$ cat config.mk
export PLATFORM = sky130hd
export DESIGN_NAME = hex_image_line_parser
export DESIGN_NICKNAME = d
export VERILOG_FILES = /design/src/rtl/hilp_pkg.sv /design/src/rtl/hex_image_line_parser.sv /design/src/rtl/hilp_front.sv /design/src/rtl/hilp_fifo.sv /design/src/rtl/hilp_back.sv
export SDC_FILE = /design/constraint.sdc
export NUM_CORES = 1
export LEC_CHECK = 0
export BUFFER_PORTS_ARGS = -buffer_cell sky130_fd_sc_hd__buf_2
export CORE_ASPECT_RATIO = 1.1
export CORE_MARGIN = 4
export CORE_UTILIZATION = 40
export DETAILED_ROUTE_END_ITERATION = 12
export PLACE_DENSITY = 0.66
export SYNTH_ARGS = -nofsm -noshare
export SYNTH_HDL_FRONTEND = slang
export SYNTH_SLANG_ARGS = --single-unit
$ cat constraint.sdc
create_clock -name clk_i -period 14.9 [get_ports clk_i]
set_input_delay 0.745 -clock clk_i [delete_from_list [all_inputs] [get_ports clk_i]]
set_output_delay 0.745 -clock clk_i [all_outputs]
set_load 0.005 [all_outputs]
$ cat src/rtl/hilp_pkg.sv
// hilp_pkg: types, constants and the hex digit decoder of the hex image line parser.
// No dependencies; every rtl file imports it.
package hilp_pkg;

  localparam int BYTES_PER_LINE = 32;
  localparam int END_LINE_NUM   = 11;
  localparam int HEADER_CHARS   = 8;
  localparam int FIFO_DEPTH     = 4;

  localparam int BIL_W   = $clog2(BYTES_PER_LINE + 1);
  localparam int PTR_W   = $clog2(FIFO_DEPTH);
  localparam int CNT_W   = $clog2(FIFO_DEPTH + 1);

  localparam logic [BIL_W-1:0] BPL       = BIL_W'(BYTES_PER_LINE);
  localparam logic [3:0]       END_LINE  = 4'(END_LINE_NUM);
  localparam logic [3:0]       HDR_SKIP  = 4'(HEADER_CHARS);
  localparam logic [3:0]       CSUM_SKIP = 4'd2;
  localparam logic [3:0]       LINE_MAX  = 4'd15;
  localparam logic [3:0]       LINE_IGN  = 4'd1;
  localparam logic [3:0]       LINE_HDR  = 4'd2;
  localparam logic [7:0]       CH_NL     = 8'h0A;
  localparam logic [7:0]       CH_COLON  = 8'h3A;
  localparam logic [7:0]       FILL_BYTE = 8'hFF;
  localparam logic [4:0]       NON_HEX   = 5'd16;

  localparam logic KIND_DATA    = 1'b0;
  localparam logic KIND_SUMMARY = 1'b1;

  typedef struct packed {
    logic [7:0] char_in;
    logic       end_of_buffer;
  } in_req_t;

  typedef struct packed {
    logic        kind;
    logic [8:0]  byte_index;
    logic [7:0]  byte_value;
    logic [47:0] device_id;
    logic [7:0]  image_address;
    logic [15:0] image_crc;
    logic        reached_end_line;
  } out_req_t;

  // one queue entry: at most a data byte followed by a summary
  typedef struct packed {
    logic        has_data;
    logic        has_sum;
    logic        reached;
    logic [8:0]  byte_index;
    logic [7:0]  byte_value;
    logic [47:0] device_id;
    logic [7:0]  image_address;
    logic [15:0] image_crc;
  } op_t;

  function automatic logic [4:0] hex_value(input logic [7:0] c);
    logic [4:0] v;
    v = NON_HEX;
    if (c >= 8'h30 && c <= 8'h39) begin
      v = 5'(c - 8'h30);
    end else if (c >= 8'h61 && c <= 8'h66) begin
      v = 5'(c - 8'h57);
    end else if (c >= 8'h41 && c <= 8'h46) begin
      v = 5'(c - 8'h37);
    end
    return v;
  endfunction

endpackage

$ cat src/rtl/hex_image_line_parser.sv
// hex_image_line_parser: top level; front parser, op queue and result back end.
// Depends on hilp_pkg, hilp_front, hilp_fifo, hilp_back.
// Takes one character request per clock while the queue is not full. Each accepted
// character is parsed in its acceptance cycle and, if it yields anything, becomes
// one entry of a 4-deep queue; the back end turns each entry into one or two result
// requests through a result register, so a result passes through the queue and the
// result register. A character that yields a data byte and the summary occupies the
// result port for two requests; all others need one. No clearing pass after reset.
module hex_image_line_parser import hilp_pkg::*; (
  input  logic     clk_i,
  input  logic     rst_ni,
  input  logic     in_valid_i,
  output logic     in_ready_o,
  input  in_req_t  in_req_i,
  output logic     out_valid_o,
  input  logic     out_ready_i,
  output out_req_t out_req_o
);

  logic accept;
  logic push;
  logic pop;
  logic q_valid;
  op_t  op_in;
  op_t  op_head;

  assign accept = in_valid_i && in_ready_o;

  hilp_front u_front (
    .clk_i      (clk_i),
    .rst_ni     (rst_ni),
    .in_valid_i (in_valid_i),
    .in_req_i   (in_req_i),
    .accept_i   (accept),
    .push_o     (push),
    .op_o       (op_in)
  );

  hilp_fifo u_fifo (
    .clk_i   (clk_i),
    .rst_ni  (rst_ni),
    .push_i  (push),
    .op_i    (op_in),
    .ready_o (in_ready_o),
    .pop_i   (pop),
    .valid_o (q_valid),
    .op_o    (op_head)
  );

  hilp_back u_back (
    .clk_i       (clk_i),
    .rst_ni      (rst_ni),
    .op_valid_i  (q_valid),
    .op_i        (op_head),
    .pop_o       (pop),
    .out_valid_o (out_valid_o),
    .out_ready_i (out_ready_i),
    .out_req_o   (out_req_o)
  );

endmodule

$ cat src/rtl/hilp_front.sv
// hilp_front: character parser; tracks lines, skips, byte pairs and line-2 captures.
// Emits one op per character that yields a result. Depends on hilp_pkg.
module hilp_front import hilp_pkg::*; (
  input  logic    clk_i,
  input  logic    rst_ni,
  input  logic    in_valid_i,
  input  in_req_t in_req_i,
  input  logic    accept_i,
  output logic    push_o,
  output op_t     op_o
);

  logic [3:0]       line_q, line_d;
  logic [3:0]       skip_q, skip_d;
  logic [BIL_W-1:0] bil_q, bil_d;
  logic [8:0]       dcnt_q, dcnt_d;
  logic             pend_q, pend_d;
  logic [4:0]       high_q, high_d;
  logic [47:0]      id_q, id_d;
  logic [7:0]       addr_q, addr_d;
  logic [15:0]      crc_q, crc_d;
  logic             done_q, done_d;

  logic [4:0] dig;
  logic [7:0] bval;
  logic [7:0] bil_w;
  logic       take;
  logic       mid_run;

  assign dig   = hex_value(in_req_i.char_in);
  assign bil_w = 8'(bil_q);

  always_comb begin
    line_d  = line_q;
    skip_d  = skip_q;
    bil_d   = bil_q;
    dcnt_d  = dcnt_q;
    pend_d  = pend_q;
    high_d  = high_q;
    id_d    = id_q;
    addr_d  = addr_q;
    crc_d   = crc_q;
    done_d  = done_q;
    op_o    = '0;
    take    = 1'b0;
    bval    = 8'h00;
    mid_run = pend_q || (bil_q != '0 && bil_q < BPL);

    if (accept_i && !done_q) begin
      if (skip_q != 4'd0) begin
        skip_d = skip_q - 4'd1;
      end else if (mid_run) begin
        take = 1'b1;
      end else if (in_req_i.char_in == CH_NL) begin
        if (line_q < LINE_MAX) begin
          line_d = line_q + 4'd1;
        end
      end else if (line_q == LINE_IGN) begin
        line_d = line_q;
      end else if (line_q == END_LINE) begin
        op_o.has_sum = 1'b1;
        op_o.reached = 1'b1;
        done_d       = 1'b1;
      end else if (in_req_i.char_in == CH_COLON) begin
        skip_d = HDR_SKIP;
      end else if (bil_q >= BPL) begin
        bil_d  = '0;
        skip_d = CSUM_SKIP;
      end else begin
        take = 1'b1;
      end

      if (take) begin
        if (!pend_q) begin
          high_d = dig;
          pend_d = 1'b1;
        end else begin
          if (high_q == NON_HEX) begin
            bval = 8'h00;
          end else if (dig == NON_HEX) begin
            bval = {4'h0, high_q[3:0]};
          end else begin
            bval = {high_q[3:0], dig[3:0]};
          end
          op_o.has_data   = 1'b1;
          op_o.byte_index = dcnt_q;
          op_o.byte_value = bval;
          if (line_q == LINE_HDR) begin
            for (int i = 0; i < 6; i++) begin
              if (bil_w == 8'(i)) begin
                id_d[(5-i)*8 +: 8] = bval;
              end
            end
            if (bil_w < 8'd9) begin
              op_o.byte_value = FILL_BYTE;
            end
            if (bil_w == 8'd8) begin
              addr_d = bval;
            end
            if (bil_w == 8'd9) begin
              crc_d[7:0] = bval;
            end
            if (bil_w == 8'd10) begin
              crc_d[15:8] = bval;
            end
          end
          dcnt_d = dcnt_q + 9'd1;
          bil_d  = bil_q + BIL_W'(1);
          pend_d = 1'b0;
        end
      end

      if (in_req_i.end_of_buffer && !op_o.has_sum) begin
        op_o.has_sum = 1'b1;
        op_o.reached = 1'b0;
      end
      op_o.device_id     = id_d;
      op_o.image_address = addr_d;
      op_o.image_crc     = crc_d;
    end

    if (accept_i && in_req_i.end_of_buffer) begin
      line_d = LINE_IGN;
      skip_d = 4'd0;
      bil_d  = '0;
      dcnt_d = 9'd0;
      pend_d = 1'b0;
      high_d = 5'd0;
      id_d   = 48'd0;
      addr_d = 8'd0;
      crc_d  = 16'd0;
      done_d = 1'b0;
    end
  end

  assign push_o = accept_i && (op_o.has_data || op_o.has_sum);

  always_ff @(posedge clk_i or negedge rst_ni) begin
    if (!rst_ni) begin
      line_q <= LINE_IGN;
      skip_q <= 4'd0;
      bil_q  <= '0;
      dcnt_q <= 9'd0;
      pend_q <= 1'b0;
      high_q <= 5'd0;
      id_q   <= 48'd0;
      addr_q <= 8'd0;
      crc_q  <= 16'd0;
      done_q <= 1'b0;
    end else begin
      line_q <= line_d;
      skip_q <= skip_d;
      bil_q  <= bil_d;
      dcnt_q <= dcnt_d;
      pend_q <= pend_d;
      high_q <= high_d;
      id_q   <= id_d;
      addr_q <= addr_d;
      crc_q  <= crc_d;
      done_q <= done_d;
    end
  end

  a_bil_range: assert property (@(posedge clk_i) disable iff (!rst_ni)
    bil_q <= BPL)
    else $error("byte_in_line past line length");

  a_skip_range: assert property (@(posedge clk_i) disable iff (!rst_ni)
    skip_q <= HDR_SKIP || skip_q <= CSUM_SKIP)
    else $error("skip count out of range");

  a_done_quiet: assert property (@(posedge clk_i) disable iff (!rst_ni)
    done_q && !(in_valid_i && in_req_i.end_of_buffer) |-> !push_o)
    else $error("request produced after image end");

endmodule

$ cat src/rtl/hilp_fifo.sv
// hilp_fifo: short op queue between the parser front and the output back end.
// Flip-flop storage, one write and one read port. Depends on hilp_pkg.
module hilp_fifo import hilp_pkg::*; (
  input  logic clk_i,
  input  logic rst_ni,
  input  logic push_i,
  input  op_t  op_i,
  output logic ready_o,
  input  logic pop_i,
  output logic valid_o,
  output op_t  op_o
);

  op_t              mem_q [FIFO_DEPTH];
  logic [PTR_W-1:0] wr_q, wr_d;
  logic [PTR_W-1:0] rd_q, rd_d;
  logic [CNT_W-1:0] cnt_q, cnt_d;
  logic             do_push;
  logic             do_pop;

  assign ready_o = cnt_q != CNT_W'(FIFO_DEPTH);
  assign valid_o = cnt_q != '0;
  assign op_o    = mem_q[rd_q];
  assign do_push = push_i && ready_o;
  assign do_pop  = pop_i && valid_o;

  always_comb begin
    wr_d  = do_push ? wr_q + PTR_W'(1) : wr_q;
    rd_d  = do_pop ? rd_q + PTR_W'(1) : rd_q;
    cnt_d = cnt_q;
    if (do_push && !do_pop) begin
      cnt_d = cnt_q + CNT_W'(1);
    end else if (do_pop && !do_push) begin
      cnt_d = cnt_q - CNT_W'(1);
    end
  end

  always_ff @(posedge clk_i) begin
    if (do_push) begin
      mem_q[wr_q] <= op_i;
    end
  end

  always_ff @(posedge clk_i or negedge rst_ni) begin
    if (!rst_ni) begin
      wr_q  <= '0;
      rd_q  <= '0;
      cnt_q <= '0;
    end else begin
      wr_q  <= wr_d;
      rd_q  <= rd_d;
      cnt_q <= cnt_d;
    end
  end

  a_cnt_range: assert property (@(posedge clk_i) disable iff (!rst_ni)
    cnt_q <= CNT_W'(FIFO_DEPTH))
    else $error("queue count overflow");

endmodule

$ cat src/rtl/hilp_back.sv
// hilp_back: drains queued ops into the registered result port, data byte first.
// Depends on hilp_pkg.
module hilp_back import hilp_pkg::*; (
  input  logic     clk_i,
  input  logic     rst_ni,
  input  logic     op_valid_i,
  input  op_t      op_i,
  output logic     pop_o,
  output logic     out_valid_o,
  input  logic     out_ready_i,
  output out_req_t out_req_o
);

  logic     vld_q, vld_d;
  logic     sent_q, sent_d;
  out_req_t res_q, res_d;
  logic     load;

  assign load = !vld_q || out_ready_i;

  always_comb begin
    vld_d  = vld_q;
    sent_d = sent_q;
    res_d  = res_q;
    pop_o  = 1'b0;
    if (load) begin
      vld_d = op_valid_i;
      if (op_valid_i) begin
        res_d = '0;
        if (op_i.has_data && !sent_q) begin
          res_d.kind       = KIND_DATA;
          res_d.byte_index = op_i.byte_index;
          res_d.byte_value = op_i.byte_value;
          if (op_i.has_sum) begin
            sent_d = 1'b1;
          end else begin
            pop_o = 1'b1;
          end
        end else begin
          res_d.kind             = KIND_SUMMARY;
          res_d.device_id        = op_i.device_id;
          res_d.image_address    = op_i.image_address;
          res_d.image_crc        = op_i.image_crc;
          res_d.reached_end_line = op_i.reached;
          sent_d                 = 1'b0;
          pop_o                  = 1'b1;
        end
      end
    end
  end

  always_ff @(posedge clk_i) begin
    res_q <= res_d;
  end

  always_ff @(posedge clk_i or negedge rst_ni) begin
    if (!rst_ni) begin
      vld_q  <= 1'b0;
      sent_q <= 1'b0;
    end else begin
      vld_q  <= vld_d;
      sent_q <= sent_d;
    end
  end

  assign out_valid_o = vld_q;
  assign out_req_o   = res_q;

  a_sent_head: assert property (@(posedge clk_i) disable iff (!rst_ni)
    sent_q |-> op_valid_i && op_i.has_data && op_i.has_sum)
    else $error("split entry lost from queue head");

endmodule
## Word level (Yosys, flattened, before mapping)

Memory sizes are Yosys's and may differ from the RTL's.
Index checks and enable logic that the tools add are counted.

| word-level totals | value |
|---|---|
| register bits | 202 |
| bits in latches | 0 |
| memory bits (writable) | 368 |
| bits in read-only memories | 0 |
| input bits | 13 |
| memories kept | 1 |

Memory list:

| name | depth | bits a word | read ports | clocked after memory_dff | write ports | RTL line | text |
|---|---|---|---|---|---|---|---|
| u_fifo.mem_q | 4 | 92 | 1 | 0 | 1 | hilp_fifo.sv:14 | `op_t mem_q [FIFO_DEPTH];` |

| cells by class | value |
|---|---|
| $add $sub $neg | 11 |
| multipliers | 0 |
| div/mod/pow operators | 0 |
| magnitude comparators | 10 |
| equal/unequal tests | 26 |
| shift operators | 0 |
| muxes and demuxes | 107 |
| bitwise operators | 0 |
| reduce and logical (&&, ||, !) cells | 43 |

Operators by type and width:

| cell | number |
|---|---|
| 48-bit two-way mux | 5 |
| 8-bit two-way mux | 18 |
| 92-bit two-way mux | 1 |
| 16-bit two-way mux | 5 |
| 6-bit two-way mux | 11 |
| 4-bit two-way mux | 15 |
| 9-bit two-way mux | 4 |
| 5-bit two-way mux | 7 |
| 17-bit two-way mux | 2 |
| 1-bit two-way mux | 30 |
| 6-bit by 4-bit == test with 1-bit output, second input constant | 3 |
| 8-bit by 7-bit greater-or-equal comparator with 1-bit output, second input constant | 2 |
| 8-bit by 7-bit <= comparator with 1-bit output, second input constant | 2 |
| 5-bit subtractor, second input constant | 3 |
| 1-bit logical AND | 14 |
| 2-bit two-way mux | 7 |
| 2-bit nonzero test | 7 |
| 6-bit by 2-bit == test with 1-bit output, second input constant | 2 |
| 6-bit by 3-bit == test with 1-bit output, second input constant | 2 |
| 2-bit inequality test, second input constant | 6 |
| 6-bit AND reduction | 2 |
| 5-bit == test, second input constant | 2 |
| 9-bit by 1-bit adder with 9-bit output, second input constant | 1 |
| 3-bit by 2-bit inequality test with 1-bit output, second input constant | 3 |
| 29 further kinds | 43 |

## Depth between registers and ports, before layout

| depth | value |
|---|---|
| word-level depth | 20 |
| gate-level depth with buffers | 13 |

## Cells and area by module

From an unflattened synthesis, not the netlist that was laid out.

| second synthesis, totals | value |
|---|---|
| cell total of the unflattened synthesis | 1501 |
| area, all modules | 23681.5 sq um |

By module, submodules not included:

| module | instances | cells an instance | area each (sq um) | seq. area each (sq um) |
|---|---|---|---|---|
| hilp_fifo | 1 | 516 | 13750.7 | 11225.8 |
| hilp_front | 1 | 782 | 6428.7 | 2553.7 |
| hilp_back | 1 | 202 | 3495.9 | 2782.7 |
| hex_image_line_parser | 1 | 1 | 6.3 | 0.0 |

## Least setup slack after synthesis

Ideal clock, no wire load.

| timing | value |
|---|---|
| path type | input port to flip-flop |
| start | input port out_ready_i |
| end | register u_fifo.cnt_q[1] |
| setup time | 0.125 ns |
| arrival | 7.167 ns |
| required time | 14.775 ns |
| slack | 7.608 ns |
| cell stages on the path | 7 |
| buffers on the path | 0 |
| cell sequence | inv_1 > a21oi_1 > nand2_1 > ha_1 > inv_1 > fa_1 > mux2_2 |

| on the way | value |
|---|---|
| longest elaborated chain between the ends | 6 |

RTL lines:

| item | RTL line | text |
|---|---|---|
| from (decl) | hex_image_line_parser.sv:16 | `input logic out_ready_i,` |
| 1-bit logical OR | hilp_back.sv:19 | `assign load = !vld_q \|\| out_ready_i;` |
| 1-bit two-way mux | hilp_back.sv:26 | `if (load) begin` |
| 1-bit logical AND | hilp_fifo.sv:25 | `assign do_pop = pop_i && valid_o;` |
| 1-bit zero test | hilp_fifo.sv:31 | `if (do_push && !do_pop) begin` |
| 1-bit logical AND | hilp_fifo.sv:31 |  |
| 3-bit two-way mux | hilp_fifo.sv:31 |  |
| via u_fifo.cnt_d[1] | hilp_fifo.sv:17 | `logic [CNT_W-1:0] cnt_q, cnt_d;` |
| to (signal assigned) | hilp_fifo.sv:52 | `cnt_q <= cnt_d;` |
| to (decl) | hilp_fifo.sv:17 |  |

The timed path passes the listed nets, and every way through them passes these cells.
A chain may end at the register's enable or synchronous reset.

## Final worst setup path

| timing | value |
|---|---|
| start | register u_front.bil_q[0] |
| end | memory u_fifo.mem_q[0][36] (netlist name), enable pin |

| on the way | value |
|---|---|
| longest elaborated chain between the ends | 16 |

RTL lines:

| item | RTL line | text |
|---|---|---|
| from (decl) | hilp_front.sv:15 | `logic [BIL_W-1:0] bil_q, bil_d;` |
| from (signal assigned) | hilp_front.sv:153 | `bil_q <= bil_d;` |
| 6-bit greater-or-equal comparator | hilp_front.sv:66 | `end else if (bil_q >= BPL) begin` |
| 1-bit two-way mux | hilp_front.sv:66 |  |
| 1-bit two-way mux | hilp_front.sv:64 | `end else if (in_req_i.char_in == CH_COLON) begin` |
| 1-bit two-way mux | hilp_front.sv:60 | `end else if (line_q == END_LINE) begin` |
| 1-bit two-way mux | hilp_front.sv:58 | `end else if (line_q == LINE_IGN) begin` |
| 1-bit two-way mux | hilp_front.sv:54 | `end else if (in_req_i.char_in == CH_NL) begin` |
| 1-bit two-way mux | hilp_front.sv:52 | `end else if (mid_run) begin` |
| 1-bit two-way mux | hilp_front.sv:50 | `if (skip_q != 4'd0) begin` |
| 1-bit two-way mux | hilp_front.sv:49 | `if (accept_i && !done_q) begin` |
| 1-bit two-way mux | hilp_front.sv:73 | `if (take) begin` |
| 92-bit two-way mux * | hilp_front.sv:49 |  |
| 1-bit logical OR * | hilp_front.sv:136 | `assign push_o = accept_i && (op_o.has_data \|\| op_o.has_sum);` |
| 1-bit logical AND * | hilp_front.sv:136 |  |
| 1-bit logical AND * | hilp_fifo.sv:24 | `assign do_push = push_i && ready_o;` |
| via u_fifo.do_push | hilp_fifo.sv:18 | `logic do_push;` |
| 1-bit two-way mux * | hilp_fifo.sv:39 | `if (do_push) begin` |
| 1-bit two-way mux (implied by the code) * | hilp_fifo.sv:40 | `mem_q[wr_q] <= op_i;` |
| to (decl) | hilp_fifo.sv:14 |  |

The timed path passes the listed nets; every way through them passes the cells marked *. The select of a mux whose other input is x is not followed.

==> impl_results.md <==
* Status: completed
* Maximum VDD drop at approximately 0.15 mV
* Startpoint class of the critical path: register
* CTS tree: done
* Part of the Yosys area used for sequential elements at between 70% and 80%
* Setup TNS at 0 ps
* Tmin final at roughly 4400 ps
* Worst EP required at between 15,000 and 20,000 ps
* Vias per inst at 5.43
* Total Routing Usage GR at about 16%
* Post-Syn Area at around 0.024 mm²
* Crit-path max FO at 57
* Yosys reg bits at 570
* CTS sink cnt at 570
* Core ar. at a little under 0.06 mm²
* Clock Latency Late Sink at just over 600 ps
* # setup viols final at 0
* Total power at between 4 and 5 mW
* Internal power at about 3.3 mW
* Slew margin rel. at a little over a tenth
* Via Count at around 13,000
* DR pass1 iterations at 6
* DRC errors left at 0
* First-pass GRT wire length at slightly below 80,000 µm
* Fin cells at roughly 2,400
* Hold_buf cts at 0
* Syn Nets at 1,567
* Clock transition at path regs at about 60 ps
* Number of synthesized flops with an enable pin at between 400 and 500
* Slew Viols, Final at 0
* Number of global-route vias before repair at approximately 13,000
* Clock Power Share at a little under a third
* Clock skew at between 20 and 30 ps
* Gr ovfl total at 0
* Main synth FF type: edfxtp_1
* Die width at roughly 240 µm
* H-tree depth at 2
* Sequential Power Share at a little under half
* Max-cap violations at 0
* Critical Path Sink Type: register
* Switching Fraction at between 20% and 30%
* Most frequent cells in the layout: edfxtp_1 (459), nand2_1 (199), dfrtp_1 (108)
* Hold WS at 156 ps
* DRT iter0 DRCs at roughly 1,400
* Crit path DAT at 4640 ps
* Critical path class: register to register
* Leak at 9.32 nW
* Longest Clk Path Bufs at 3
* DRT antenna net count at 0
* Top Ports at 106
* Distinct cell type count after synthesis at 77
* Net Switching at between 1 and 1.5 mW
* Layout Nets at 1,660
* Root Driver: clkbuf_16
* Fmax at 227 MHz
* Final Hold Fails at 0
* Worst slew pin tran at between 1000 and 1500 ps
* Die ar. at between 0.06 and 0.07 mm²
* Num rows at 93
* Cts repair resizes at 0
* Final Util at a little under half
* WL final at about 50,000 µm
* Initial Util at 40.3%
* Class of the tightest hold or removal check: primary input to asynchronous set/reset pin
* Initial antenna violation count at 1
* RSZ-0062 raised after global routing: false
* Period utilization at 29.6%
* Avg Inst Size Synth at between 15 and 20 µm²
* Die Span Y at ~260 µm
* # fillers at 5,046
* P&R area growth vs syn at 13.2%
* Cells after synthesis at 1,533
* DP HPWL at about 30,000 µm
* Combinational power share at 22.0%
* GPL Wtd Cong at approximately 0.84
* Dpl cells at around 2,300
* Setup Buffers After CTS at 0
* Most common cell after layout, fill and taps aside: edfxtp_1
* Share of layout cells above drive strength 1 at 20.8%
* Yosys warning total at 0
* CTS Buf Count at 55
* Largest net degree at the start of global routing at 94
* DR WL/cell at a little over 20 µm
* Cell area power density at between 150 and 200 mW/mm²
* Ys async rst share at approximately 20%
* Port bufs at 105
registers in the layout (all words and copies together), names as in the netlist:
name,cells
u_front.crc_q,16
u_front.done_q,1
u_back.out_req_o,91
u_front.bil_q,6
u_front.id_q,48
u_fifo.cnt_q,3
u_front.high_q,5
u_back.sent_q,1
u_front.skip_q,4
u_fifo.mem_q,368
u_front.line_q,4
u_front.addr_q,8
u_fifo.wr_q,2
u_front.dcnt_q,9
u_front.pend_q,1
u_fifo.rd_q,2
u_back.out_valid_o,1
stage by stage:
stage | setup WS (ps) | area (µm²)
3_5_place_dp | 10500 | 24900
2_1_floorplan | 7610 | 23600
6_report | 10490 | 26700
4_1_cts | 10460 | 26700
5_1_grt | 10200 | 26700
3_3_place_gp | 10590 | 24900
path summary, 6_finish.rpt:
check / from / to / slack, ps / cells after the start
worst max-delay path: u_front.bil_q[0] / u_fifo.mem_q[0][36] / 10490 / 8
worst max register to register: u_front.bil_q[0] / u_fifo.mem_q[0][36] / 10490 / 8
worst min register to register: u_front.id_q[0] / u_front.id_q[0] / 470 / 2
max in group asynchronous: rst_ni / u_front.id_q[0] / 13420 / 2
min in group clk_i: out_ready_i / u_back.out_valid_o / 340 / 2
worst min-delay path: rst_ni / u_fifo.wr_q[1] / 160 / 1
Yosys cell counts (5+ instances only):
cell        n  area, µm²
buf_1       7       26.3
buf_2      19       95.1
nor2b_1    78        488
xor2_1      6       52.6
nand3b_1    6       45.0
o22ai_1    22        138
xnor2_1     8       70.1
clkbuf_1   54        203
inv_1      19       71.3
edfxtp_1  459      13800
nand4_1     5       31.3
a21oi_1   107        536
ha_1       20        250
nor3_1      5       25.0
a31oi_1     5       31.3
nand3_1    51        255
o21ai_2     5       43.8
mux4_2     92       2070
o21ai_0    73        365
nor4_4      8        170
nor2_1     25       93.8
nand2_1   200        751
and2_1     34        213
dfrtp_1   110       2750
and3_1     16        100
power by group through the flow:
stage	registers, mW	clock network (mW)	logic [mW]
3_5_place_dp	2.20	0	1.04
4_1_cts	2.17	1.44	1.05
3_3_place_gp	2.19	0	1.04
6_report	2.16	1.41	1.01
5_1_grt	2.19	1.50	1.11
2_1_floorplan	2.18	0	0.681
critical path: stages, from the launching register on:
cell	delay (ps)
dfrtp_1	420
inv_1	160
ha_1	360
or4b_2	670
a21oi_1	310
nand3_1	190
o31ai_4	420
and2_4	830
buf_4	590
kinds of logic after synthesis:
group,count (synthesis),share of synthesized area [%]
DFF,570,70.2
and+or+nand+nor,458,10.3
AOI/OAI and AO/OA,263,6.77
muxes,98,9.05
buffers and inverters,109,2.03
adders and majority gates,21,1.15
xor gates and xnor gates,14,0.520
layout make-up:
class	instances	area, µm²	area share, %
inverters	20	75.1	0.281
clock buffers	77	1540	5.77
diodes	1	2.50	0.00936
clock inverters	27	305	1.14
flip-flops and latches	570	16600	62.0
multi-input cells	854	6600	24.7
repair buffers	125	678	2.54
well taps	760	951	3.56
metal layers:
layer | global-route usage [%] | vias to the layer above | share of wire, %
met5 | 0 | - | 0.014
met4 | 5.55 | 2 | 2.9
met3 | 2.79 | 86 | 6.0
met2 | 25.9 | 409 | 50
met1 | 21.3 | 6707 | 41
li1 | - | 6006 | -
Note: power is estimated with default switching activity, not from simulation.
